**src/hdl/sorted_list_merge_engine_top_defines.svh**
```systemverilog
// Assertion macros used by the top-level file.
`ifndef SORTED_LIST_MERGE_ENGINE_TOP_DEFINES_SVH
`define SORTED_LIST_MERGE_ENGINE_TOP_DEFINES_SVH

`ifndef SYNTH
`define SLME_ASSERT(lbl, prop, msg) \
  lbl: assert property (@(posedge clk_i) disable iff (!rst_ni) prop) else $error(msg);
`define SLME_ASSERT_NR(lbl, prop, msg) \
  lbl: assert property (@(posedge clk_i) prop) else $error(msg);
`else
`define SLME_ASSERT(lbl, prop, msg)
`define SLME_ASSERT_NR(lbl, prop, msg)
`endif

`endif

```
**src/hdl/slme_pkg.sv**
```systemverilog
`timescale 1ns / 1ps

package slme_pkg;

  localparam int unsigned LIST_DEPTH = 32;

  typedef enum logic [1:0] {
    CMD_APPEND_A = 2'd0,
    CMD_APPEND_B = 2'd1,
    CMD_MERGE    = 2'd2,
    CMD_NOP      = 2'd3
  } cmd_e;

  typedef enum logic {
    ST_IDLE  = 1'b0,
    ST_MERGE = 1'b1
  } state_e;

  typedef struct packed {
    cmd_e               cmd;
    logic signed [31:0] element_value;
  } in_t;

  typedef struct packed {
    logic signed [31:0] merged_value;
    logic               from_second;
    logic               last_of_run;
  } out_t;

  typedef struct packed {
    logic append_a;
    logic append_b;
    logic start;
    logic step;
    logic finish;
  } dp_cmd_t;

  typedef struct packed {
    logic any_left;
    logic out_free;
    logic last_step;
  } dp_status_t;

endpackage

```
**src/hdl/slme_ctrl.sv**
```systemverilog
`timescale 1ns / 1ps

module slme_ctrl (
  input  logic                 clk_i,
  input  logic                 rst_ni,
  input  logic                 in_valid_i,
  input  slme_pkg::cmd_e       in_cmd_i,
  output logic                 in_stall_o,
  input  slme_pkg::dp_status_t status_i,
  output slme_pkg::dp_cmd_t    cmd_o
);

  slme_pkg::state_e state_q, state_d;
  logic             accept;

  always_ff @(posedge clk_i or negedge rst_ni) begin
    if (!rst_ni) begin
      state_q <= slme_pkg::ST_IDLE;
    end else begin
      state_q <= state_d;
    end
  end

  always_comb begin
    state_d    = state_q;
    cmd_o      = '0;
    in_stall_o = (state_q != slme_pkg::ST_IDLE);
    accept     = in_valid_i && !in_stall_o;
    unique case (state_q)
      slme_pkg::ST_IDLE: begin
        if (accept) begin
          unique case (in_cmd_i)
            slme_pkg::CMD_APPEND_A: cmd_o.append_a = 1'b1;
            slme_pkg::CMD_APPEND_B: cmd_o.append_b = 1'b1;
            slme_pkg::CMD_MERGE: begin
              cmd_o.start = 1'b1;
              state_d     = slme_pkg::ST_MERGE;
            end
            default: ;
          endcase
        end
      end
      slme_pkg::ST_MERGE: begin
        if (!status_i.any_left) begin
          cmd_o.finish = 1'b1;
          state_d      = slme_pkg::ST_IDLE;
        end else if (status_i.out_free) begin
          cmd_o.step = 1'b1;
        end
      end
      default: state_d = slme_pkg::ST_IDLE;
    endcase
  end

endmodule

```
**src/hdl/slme_datapath.sv**
```systemverilog
`timescale 1ns / 1ps

module slme_datapath #(
  parameter int unsigned LIST_DEPTH = slme_pkg::LIST_DEPTH
) (
  input  logic                 clk_i,
  input  logic                 rst_ni,
  input  logic                 cfg_we_i,
  input  logic                 cfg_wdata_i,
  input  logic signed [31:0]   elem_i,
  input  slme_pkg::dp_cmd_t    cmd_i,
  output slme_pkg::dp_status_t status_o,
  input  logic                 out_stall_i,
  output logic                 out_valid_o,
  output slme_pkg::out_t       out_o
);

  localparam int unsigned CW = $clog2(LIST_DEPTH + 1);
  localparam int unsigned AW = (LIST_DEPTH > 1) ? $clog2(LIST_DEPTH) : 1;

  logic signed [31:0] mem_a [LIST_DEPTH];
  logic signed [31:0] mem_b [LIST_DEPTH];
  logic signed [31:0] head_a_q, head_b_q;

  logic [CW-1:0] cnt_a_q, cnt_a_d, cnt_b_q, cnt_b_d;
  logic [CW-1:0] ptr_a_q, ptr_a_d, ptr_b_q, ptr_b_d;
  logic [CW-1:0] ptr_a_nx, ptr_b_nx;
  logic          drop_q;
  logic          wr_a, wr_b;
  logic          has_a, has_b, take_a, take_b, sel_b;
  logic          out_valid_q, out_valid_d;
  slme_pkg::out_t out_q, res;

  assign wr_a  = cmd_i.append_a && (cnt_a_q != CW'(LIST_DEPTH));
  assign wr_b  = cmd_i.append_b && (cnt_b_q != CW'(LIST_DEPTH));
  assign has_a = (ptr_a_q < cnt_a_q);
  assign has_b = (ptr_b_q < cnt_b_q);

  always_comb begin
    take_a = 1'b0;
    take_b = 1'b0;
    sel_b  = 1'b0;
    priority if (has_a && has_b) begin
      if (head_a_q > head_b_q) begin
        take_b = 1'b1;
        sel_b  = 1'b1;
      end else if ((head_a_q < head_b_q) || !drop_q) begin
        take_a = 1'b1;
      end else begin
        take_a = 1'b1;
        take_b = 1'b1;
      end
    end else if (has_a) begin
      take_a = 1'b1;
    end else if (has_b) begin
      take_b = 1'b1;
      sel_b  = 1'b1;
    end else begin
      take_a = 1'b0;
    end
  end

  assign ptr_a_nx = ptr_a_q + CW'(take_a);
  assign ptr_b_nx = ptr_b_q + CW'(take_b);

  always_comb begin
    res.merged_value = sel_b ? head_b_q : head_a_q;
    res.from_second  = sel_b;
    res.last_of_run  = (ptr_a_nx == cnt_a_q) && (ptr_b_nx == cnt_b_q);
  end

  always_comb begin
    ptr_a_d = ptr_a_q;
    ptr_b_d = ptr_b_q;
    if (cmd_i.start) begin
      ptr_a_d = '0;
      ptr_b_d = '0;
    end else if (cmd_i.step) begin
      ptr_a_d = ptr_a_nx;
      ptr_b_d = ptr_b_nx;
    end
    cnt_a_d = cmd_i.finish ? '0 : (wr_a ? cnt_a_q + CW'(1) : cnt_a_q);
    cnt_b_d = cmd_i.finish ? '0 : (wr_b ? cnt_b_q + CW'(1) : cnt_b_q);
  end

  assign out_valid_d = cmd_i.step || (out_valid_q && out_stall_i);

  always_ff @(posedge clk_i or negedge rst_ni) begin
    if (!rst_ni) begin
      cnt_a_q     <= '0;
      cnt_b_q     <= '0;
      ptr_a_q     <= '0;
      ptr_b_q     <= '0;
      drop_q      <= 1'b0;
      out_valid_q <= 1'b0;
    end else begin
      cnt_a_q     <= cnt_a_d;
      cnt_b_q     <= cnt_b_d;
      ptr_a_q     <= ptr_a_d;
      ptr_b_q     <= ptr_b_d;
      out_valid_q <= out_valid_d;
      if (cfg_we_i) begin
        drop_q <= cfg_wdata_i;
      end
    end
  end

  always_ff @(posedge clk_i) begin
    if (wr_a) begin
      mem_a[cnt_a_q[AW-1:0]] <= elem_i;
    end
    head_a_q <= mem_a[ptr_a_d[AW-1:0]];
  end

  always_ff @(posedge clk_i) begin
    if (wr_b) begin
      mem_b[cnt_b_q[AW-1:0]] <= elem_i;
    end
    head_b_q <= mem_b[ptr_b_d[AW-1:0]];
  end

  always_ff @(posedge clk_i) begin
    if (cmd_i.step) begin
      out_q <= res;
    end
  end

  assign status_o.any_left  = has_a || has_b;
  assign status_o.out_free  = !out_valid_q || !out_stall_i;
  assign status_o.last_step = res.last_of_run;
  assign out_valid_o        = out_valid_q;
  assign out_o              = out_q;

endmodule

```
**src/hdl/sorted_list_merge_engine_top.sv**
```systemverilog
`timescale 1ns / 1ps
// Two-list sorted merge engine. Commands append an element to list A or B
// (appends to a full list are dropped) or start a merge. A merge emits
// both lists in ascending signed order, A first on ties (or one copy when
// drop_q, written through cfg_we_i, is set), flags the final result with
// last_of_run, and then empties both lists. The merge issues one result per
// cycle while the output register drains; no command is taken while it
// runs. Each list store has a single read port.

`include "sorted_list_merge_engine_top_defines.svh"

module sorted_list_merge_engine_top #(
  parameter int unsigned LIST_DEPTH = slme_pkg::LIST_DEPTH
) (
  input  logic           clk_i,
  input  logic           rst_ni,
  input  logic           cfg_we_i,
  input  logic           cfg_wdata_i,
  input  logic           in_valid_i,
  output logic           in_stall_o,
  input  slme_pkg::in_t  in_i,
  output logic           out_valid_o,
  input  logic           out_stall_i,
  output slme_pkg::out_t out_o
);

  slme_pkg::dp_cmd_t    dp_cmd;
  slme_pkg::dp_status_t dp_status;

  slme_ctrl u_ctrl (
    .clk_i      (clk_i),
    .rst_ni     (rst_ni),
    .in_valid_i (in_valid_i),
    .in_cmd_i   (in_i.cmd),
    .in_stall_o (in_stall_o),
    .status_i   (dp_status),
    .cmd_o      (dp_cmd)
  );

  slme_datapath #(
    .LIST_DEPTH (LIST_DEPTH)
  ) u_datapath (
    .clk_i       (clk_i),
    .rst_ni      (rst_ni),
    .cfg_we_i    (cfg_we_i),
    .cfg_wdata_i (cfg_wdata_i),
    .elem_i      (in_i.element_value),
    .cmd_i       (dp_cmd),
    .status_o    (dp_status),
    .out_stall_i (out_stall_i),
    .out_valid_o (out_valid_o),
    .out_o       (out_o)
  );

  `SLME_ASSERT(a_step_needs_room, dp_cmd.step |-> (!out_valid_o || !out_stall_i), "step overwrote pending result")
  `SLME_ASSERT(a_append_on_transfer, (dp_cmd.append_a || dp_cmd.append_b) |-> (in_valid_i && !in_stall_o), "append without input transfer")
  `SLME_ASSERT(a_no_step_after_last, (dp_cmd.step && dp_status.last_step) |=> !dp_cmd.step, "step after last result")

endmodule
```
**config.mk**
```make
export PLATFORM = sky130hd
export DESIGN_NAME = sorted_list_merge_engine_top
export DESIGN_NICKNAME = d
export VERILOG_FILES = /design/src/hdl/slme_pkg.sv /design/src/hdl/slme_ctrl.sv /design/src/hdl/slme_datapath.sv /design/src/hdl/sorted_list_merge_engine_top.sv
export VERILOG_INCLUDE_DIRS = /design/src /design/src/hdl
export SDC_FILE = /design/constraint.sdc
export NUM_CORES = 2
export LEC_CHECK = 0
export BUFFER_PORTS_ARGS = -buffer_cell sky130_fd_sc_hd__buf_2
export CAP_MARGIN = 30
export CORE_ASPECT_RATIO = 1.4
export CORE_MARGIN = 2
export CORE_UTILIZATION = 40
export CTS_BUF_LIST = sky130_fd_sc_hd__clkbuf_4 sky130_fd_sc_hd__clkbuf_8
export CTS_CLUSTER_DIAMETER = 100
export DETAILED_ROUTE_END_ITERATION = 8
export GPL_TIMING_DRIVEN = 0
export PLACE_DENSITY = 0.54
export SYNTH_ARGS = -nofsm -noshare
export SYNTH_HDL_FRONTEND = slang
export SYNTH_SLANG_ARGS = --single-unit
```
**constraint.sdc**
```tcl
create_clock -name clk_i -period 10.2 [get_ports clk_i]
set_input_delay 1.53 -clock clk_i [delete_from_list [all_inputs] [get_ports clk_i]]
set_output_delay 1.53 -clock clk_i [all_outputs]
set_load 0.01 [all_outputs]
```
Word-level counts from Yosys, hierarchy flattened

Memories as Yosys holds them, arrays and structs flattened. A register that Yosys moved wholly into a read port is not among the register bits.
Cells that the tools add are included.

$add $sub $neg: 4
$lt $le $gt $ge: 4
Equal/unequal tests: 6
Multiplexer cells: 35
Bitwise gates (word level): 1
Reductions and logical operators: 18

Operator list:

| cell                                                                   | number |
|---|---|
| 6-bit 2-to-1 mux                                                       | 8 |
| 32-bit greater-than comparator                                         | 1 |
| 32-bit less-than comparator                                            | 1 |
| 32-bit 2-to-1 mux                                                      | 1 |
| 1-bit 2-to-1 mux                                                       | 22 |
| 6-bit by 1-bit adder with 6-bit output                                 | 2 |
| 6-bit by 1-bit adder with 6-bit output (second input constant)         | 2 |
| 6-bit equality test                                                    | 2 |
| 6-bit less-than comparator                                             | 2 |
| 6-bit != test (second input constant)                                  | 2 |
| 1-bit logical AND                                                      | 6 |
| 3-bit 2-to-1 mux                                                       | 2 |
| 2-bit nonzero test                                                     | 3 |
| 1-bit logical NOT                                                      | 4 |
| 1-bit logical OR                                                       | 4 |
| 2-bit by 1-bit equality test with 1-bit output (second input constant) | 1 |
| 2-bit equality test (second input constant)                            | 1 |
| 2-bit logical NOT                                                      | 1 |
| 2-bit 2-to-1 mux                                                       | 1 |
| 1-bit case mux with 2 select lines                                     | 1 |
| 1-bit NOT                                                              | 1 |

Register bits after elaboration: 61
Bits in writable memories: 2048
Memories: 2

Memory list:

| name             | words | width | read ports | clocked after Yosys merged registers in | wr ports | line                | source |
|---|---|---|---|---|---|---|---|
| u_datapath.mem_a | 32    | 32    | 1          | 1                                       | 1        | slme_datapath.sv:21 | `logic signed [31:0] mem_a [LIST_DEPTH];` |
| u_datapath.mem_b | 32    | 32    | 1          | 1                                       | 1        | slme_datapath.sv:22 | `logic signed [31:0] mem_b [LIST_DEPTH];` |

Logic depth before layout (Yosys ltp)

Depth in word-level cells: 8
Depth in mapped cells: 23
Mapped depth without buffers: 21

Cells and area by module

Synthesis repeated with hierarchy kept, for this count alone.

Cells, all modules: 5184
Area total of the unflattened synthesis: 86231.5 um2

By module, submodules not included:

| module        | times used | cells an instance | area each (um2) | sequential area each (um2) |
|---|---|---|---|---|
| slme_datapath | 1          | 5174              | 86143.9         | 64451.8 |
| slme_ctrl     | 1          | 10                | 87.6            | 25.0 |

Worst setup path before layout

Ideal clock, no wire load.

Path type: input to register
From: input port in_i[33] (netlist bit)
To: memory u_datapath.mem_b[23][0] (enable)
Setup time: 461 ps
Data arrival time: 4519 ps
Path slack: 5220 ps
Stages on the path: 5
Cell sequence: nor3b_1 o211a_1 clkbuf_1 nand3_1 nor3_1

Longest elaborated chain between the ends: 7

RTL lines:

| what                                           | line                               | source |
|---|---|---|
| start: declaration                             | sorted_list_merge_engine_top.sv:21 | `input slme_pkg::in_t in_i,` |
| 2-bit by 1-bit equality test with 1-bit output | slme_ctrl.sv:32                    | `unique case (in_cmd_i)` |
| 1-bit 2-to-1 mux                               | slme_ctrl.sv:32                    |  |
| 3-bit 2-to-1 mux                               | slme_ctrl.sv:31                    | `if (accept) begin` |
| 3-bit 2-to-1 mux                               | slme_ctrl.sv:29                    | `unique case (state_q)` |
| 1-bit logical AND                              | slme_datapath.sv:35                | `assign wr_b = cmd_i.append_b && (cnt_b_q != CW'(LIST_DEPTH));` |
| 1-bit 2-to-1 mux                               | slme_datapath.sv:116               | `if (wr_b) begin` |
| 1-bit 2-to-1 mux (not written as such)         | slme_datapath.sv:117               | `mem_b[cnt_b_q[AW-1:0]] <= elem_i;` |
| end: declaration                               | slme_datapath.sv:22                |  |

No other way between the ends.

Worst setup path in the final report

From: register u_datapath.head_b_q[9], read port of u_datapath.mem_b
To: register u_datapath.head_b_q[26], read port of u_datapath.mem_b

Longest elaborated chain between the ends: 8
Elaborated cells between the ends (all ways): 9
Classes of those cells: 1 x add/sub; 2 x order compare; 5 x mux; 1 x reduce/logical

RTL lines:

| what                                       | line                | source |
|---|---|---|
| start: declaration                         | slme_datapath.sv:23 | `logic signed [31:0] head_a_q, head_b_q;` |
| 32-bit less-than comparator                | slme_datapath.sv:47 | `end else if ((head_a_q < head_b_q) \|\| !drop_q) begin` |
| 1-bit logical OR                           | slme_datapath.sv:47 |  |
| 1-bit 2-to-1 mux                           | slme_datapath.sv:47 |  |
| 1-bit 2-to-1 mux (*)                       | slme_datapath.sv:44 | `if (head_a_q > head_b_q) begin` |
| 1-bit 2-to-1 mux (*)                       | slme_datapath.sv:43 | `priority if (has_a && has_b) begin` |
| 6-bit by 1-bit adder with 6-bit output (*) | slme_datapath.sv:64 | `assign ptr_b_nx = ptr_b_q + CW'(take_b);` |
| 6-bit 2-to-1 mux (*)                       | slme_datapath.sv:78 | `end else if (cmd_i.step) begin` |
| 6-bit 2-to-1 mux (*)                       | slme_datapath.sv:75 | `if (cmd_i.start) begin` |

Mark *: on every way between the ends. The rest lies on a longest branch, timed or not. The select of a mux whose other input is x is not followed.
A chain may end at the register's enable or synchronous reset.

==> flow_metrics.env <==
export IMPL_synthFlopType="edfxtp_1"
export IMPL_hold_path_class="reg2reg"
export IMPL_ys_async_sr_fraction=0.01243
export IMPL_drive_above_1_share=0.1934
export IMPL_antenna_found_initial=26
export IMPL_syn_inst=4739
export IMPL_ys_warn_count=0
export IMPL_clk_path_buf_depth=4
export IMPL_peakVddDrop_mv=0.1470
export IMPL_required_ns=10.98
export IMPL_coreArea_mm2=0.2156
export IMPL_rsz0062_at_grt="no"
export IMPL_num_vias=45010
export IMPL_worstMarginPinSlew_ns=1.143
export IMPL_area_growth_pct=15.30
export IMPL_p_leak_nw=36.02
export IMPL_htreeDepth=5
export IMPL_syn_num_nets=4833
export IMPL_dp_hpwl_mm=169.7
export IMPL_drt_iter0_drc=3765
export IMPL_grt_pass1_vias=45470
export IMPL_hold_viol_final=0
export IMPL_dieArea_mm2=0.2201
export IMPL_cp_start_kind="flop"
export IMPL_grt_max_degree=65
export IMPL_route_detailed_drc=0
export IMPL_setup_violations=0
export IMPL_portBuffers=75
export IMPL_synth_cell_types=55
export IMPL_wl_mm=251.4
export IMPL_power_density_mw_per_mm2=314.7
export IMPL_grt_total_usage=0.2240
export IMPL_clock_skew_ns=0.09133
export IMPL_placementRows=202
export IMPL_clockRootBuffer="clkbuf_8"
export IMPL_place_congestion=0.8693
export IMPL_avgSynthCellArea_um2=18.26
export IMPL_grt_pass1_wl_mm=346.2
export IMPL_grt_overflow=0
export IMPL_finalCriticalPeriod_ns=6.846
export IMPL_critical_path_class="reg2reg"
export IMPL_cts_buffers=338
export IMPL_cts_tree="done"
export IMPL_maxSlewViolCount=0
export IMPL_die_h_um=554.3
export IMPL_clk_pin_slew_ns=0.07
export IMPL_dr_pass1_iters=5
export IMPL_finalNetCount=5355
export IMPL_timing_final_crit_share=0.6712
export IMPL_synth_yosys_seq_area_share=0.7452
export IMPL_outcome="finished, final reports clean"
export IMPL_ctsHoldBuffers=0
export IMPL_wl_per_cell_um=29.94
export IMPL_die_w_um=397.1
export IMPL_crit_arrival_ns=7.62
export IMPL_cts_resized=0
export IMPL_fmax_mhz=146.1
export IMPL_clk_latency_ns=0.98
export IMPL_end_kind="flop"
export IMPL_ant_nets=0
export IMPL_fin_setup_tns_ns=0
export IMPL_io_pins=76
export IMPL_postCtsSetupBuffers=0
export IMPL_slew_headroom=0.2379
export IMPL_synth_seq_cells=2173
export IMPL_power_mw=31.39
export IMPL_via_per_inst=5.361
export IMPL_max_cap_viol_count=0
export IMPL_cp_max_fo=10
export IMPL_cts_sinks=2173
export IMPL_synth_area_mm2=0.08652
export IMPL_initial_core_util=0.4013
export IMPL_synth_edff_count=2082
==> area by class of cell <==
type                            instances  area, um^2
Antenna cell                           13       32.53
Buffer                                248        1308
Clock buffer                          455        5649
Clock inverter                        151       998.5
Fill cell                           18500      115800
Inverter                               55       210.2
Multi-Input combinational cell       2263       21010
Sequential cell                      2173       64480
Tap cell                             2856        3573
Timing Repair Buffer                  182        2502
==> metal layers <==
layer,GRT usage,up-vias,share of wire
met3,0.02925,379,0.048
li1,-,19920,-
met1,0.2675,23410,0.38
met4,0.09847,6,0.046
met2,0.4015,1298,0.52
met5,0,-,0.00013
==> Yosys cell counts, drive strengths merged, types with 3 or more instances <==
cell	n	share of area
and2	5	0.00036
o21a	8	0.00069
or3	5	0.00036
o21ai	16	0.00093
a211oi	4	0.00035
nand4	11	0.00080
nor4	69	0.0087
mux2	38	0.0050
buf	209	0.013
a21oi	16	0.00093
mux2i	1540	0.18
o22ai	257	0.019
edfxtp	2082	0.72
ha	54	0.0078
clkinv	5	0.00023
nand2	34	0.0015
nor2b	5	0.00036
nand3	29	0.0017
nor3b	3	0.00026
xor2	6	0.00061
dfrtp	27	0.0078
dfxtp	64	0.015
nand2b	9	0.00065
or2	4	0.00029
nor2	93	0.0041
clkbuf	39	0.0017
inv	50	0.0022
and3	3	0.00022
o211ai	3	0.00026
a21o	3	0.00026
xnor2	20	0.0020
a311oi	3	0.00030
nor3	11	0.00064
==> metrics by stage <==
stage / worst slack, ns / instance area (um^2) / util / hold WS [ns] / std cells
floorplan: 5.220 / 86520 / - / 0.4812 / 4739
global placement: 2.133 / 90470 / 0.4196 / 0.5279 / 7670
detailed placement: 3.517 / 93050 / 0.4316 / 0.5349 / 7775
CTS: 3.463 / 99690 / 0.4624 / 0.5423 / 8381
global route: 3.037 / 99730 / 0.4626 / 0.5441 / 8387
finish: 3.354 / 99760 / 0.4627 / 0.5344 / 8396
==> path summary, 6_finish.rpt <==
path | startpoint | endpoint | slack (ns) | cells past startpoint
setup / recovery | u_datapath.head_b_q[9]$_DFF_P_ | u_datapath.head_b_q[26]$_DFF_P_ | 3.35 | 23
hold / removal | u_datapath.ptr_a_q[5]$_DFFE_PN0P_ | u_datapath.ptr_a_q[5]$_DFFE_PN0P_ | 0.53 | 1
setup reg to reg | u_datapath.head_b_q[9]$_DFF_P_ | u_datapath.head_b_q[26]$_DFF_P_ | 3.35 | 23
hold reg to reg | u_datapath.ptr_a_q[5]$_DFFE_PN0P_ | u_datapath.ptr_a_q[5]$_DFFE_PN0P_ | 0.53 | 1
max in group asynchronous | rst_ni | u_datapath.cnt_b_q[0]$_DFFE_PN0P_ | 8.97 | 1
min in group asynchronous | rst_ni | u_datapath.out_valid_o$_DFF_PN0_ | 0.64 | 1
==> cells in the final DEF (no fill, tap or decap), drive strengths merged, types with 4 or more instances in the layout <==
| master | n |
|---|---|
| o21ai | 16 |
| o21a | 8 |
| nor3 | 11 |
| nor4 | 69 |
| edfxtp | 2082 |
| mux2 | 38 |
| inv | 57 |
| o22ai | 257 |
| or2 | 4 |
| bufinv | 11 |
| dfxtp | 64 |
| nand4 | 11 |
| a21oi | 16 |
| a211oi | 4 |
| nor2b | 5 |
| xnor2 | 20 |
| clkinv | 129 |
| or3 | 5 |
| mux2i | 1540 |
| clkbuf | 494 |
| diode | 13 |
| buf | 391 |
| clkinvlp | 9 |
| nand2 | 34 |
| nand3 | 29 |
| nand2b | 9 |
| nor2 | 93 |
| xor2 | 6 |
| dfrtp | 27 |
| and2 | 5 |
| ha | 54 |
==> sequential cells by signal, summed over array words and instances, names as in the netlist <==
name / cells
u_datapath.head_a_q: 32
u_datapath.ptr_a_q: 6
u_datapath.out_o: 34
u_ctrl.in_stall_o: 1
u_datapath.ptr_b_q: 6
u_datapath.head_b_q: 32
u_datapath.cnt_a_q: 6
u_datapath.mem_b: 1024
u_datapath.out_valid_o: 1
u_datapath.drop_q: 1
u_datapath.mem_a: 1024
u_datapath.cnt_b_q: 6
==> where the power goes <==
| group | leakage (nW) | switching [mW] | internal [mW] | total [mW] |
|---|---|---|---|---|
| combinational | 12.9 | 8.34 | 5.34 | 13.7 |
| sequential | 19.6 | 0.307 | 10.1 | 10.4 |
| clock | 3.50 | 3.44 | 3.89 | 7.32 |
| total | 36.0 | 12.1 | 19.3 | 31.4 |
==> worst max-delay path, cell delays in order (launching register included) <==
cell,delay (ns)
dfxtp_1,0.39
inv_1,0.06
ha_1,0.32
a21o_1,0.16
a21oi_1,0.15
o211ai_1,0.12
o211ai_1,0.11
a21oi_1,0.17
nor4_1,0.70
mux2i_1,0.26
o21bai_1,0.22
a21oi_1,0.22
ha_1,0.22
ha_1,0.24
nand3_1,0.12
xnor2_1,0.37
a2111oi_0,0.13
a31o_2,0.24
mux2i_1,0.35
or2_1,0.24
clkbuf_1,0.37
clkbuf_1,0.46
o22ai_1,0.28
nor4_1,0.73
==> cell families (layout without fill, tap and decap cells) <==
| logic type | Yosys count | after routing | share of synthesized area |
|---|---|---|---|
| AO/OA/AOI/OAI | 322 | 322 | 0.02347 |
| XOR/XNOR | 26 | 26 | 0.002632 |
| adder cells (fa/ha/maj) | 54 | 54 | 0.007809 |
| buffers and inverters | 303 | 1091 | 0.01754 |
| flip-flops | 2173 | 2173 | 0.7452 |
| multiplexers | 1578 | 1578 | 0.1832 |
| other | 0 | 13 | 0 |
| AND/OR/NAND/NOR | 283 | 283 | 0.02010 |
Note: power is estimated with default switching activity, not from simulation.
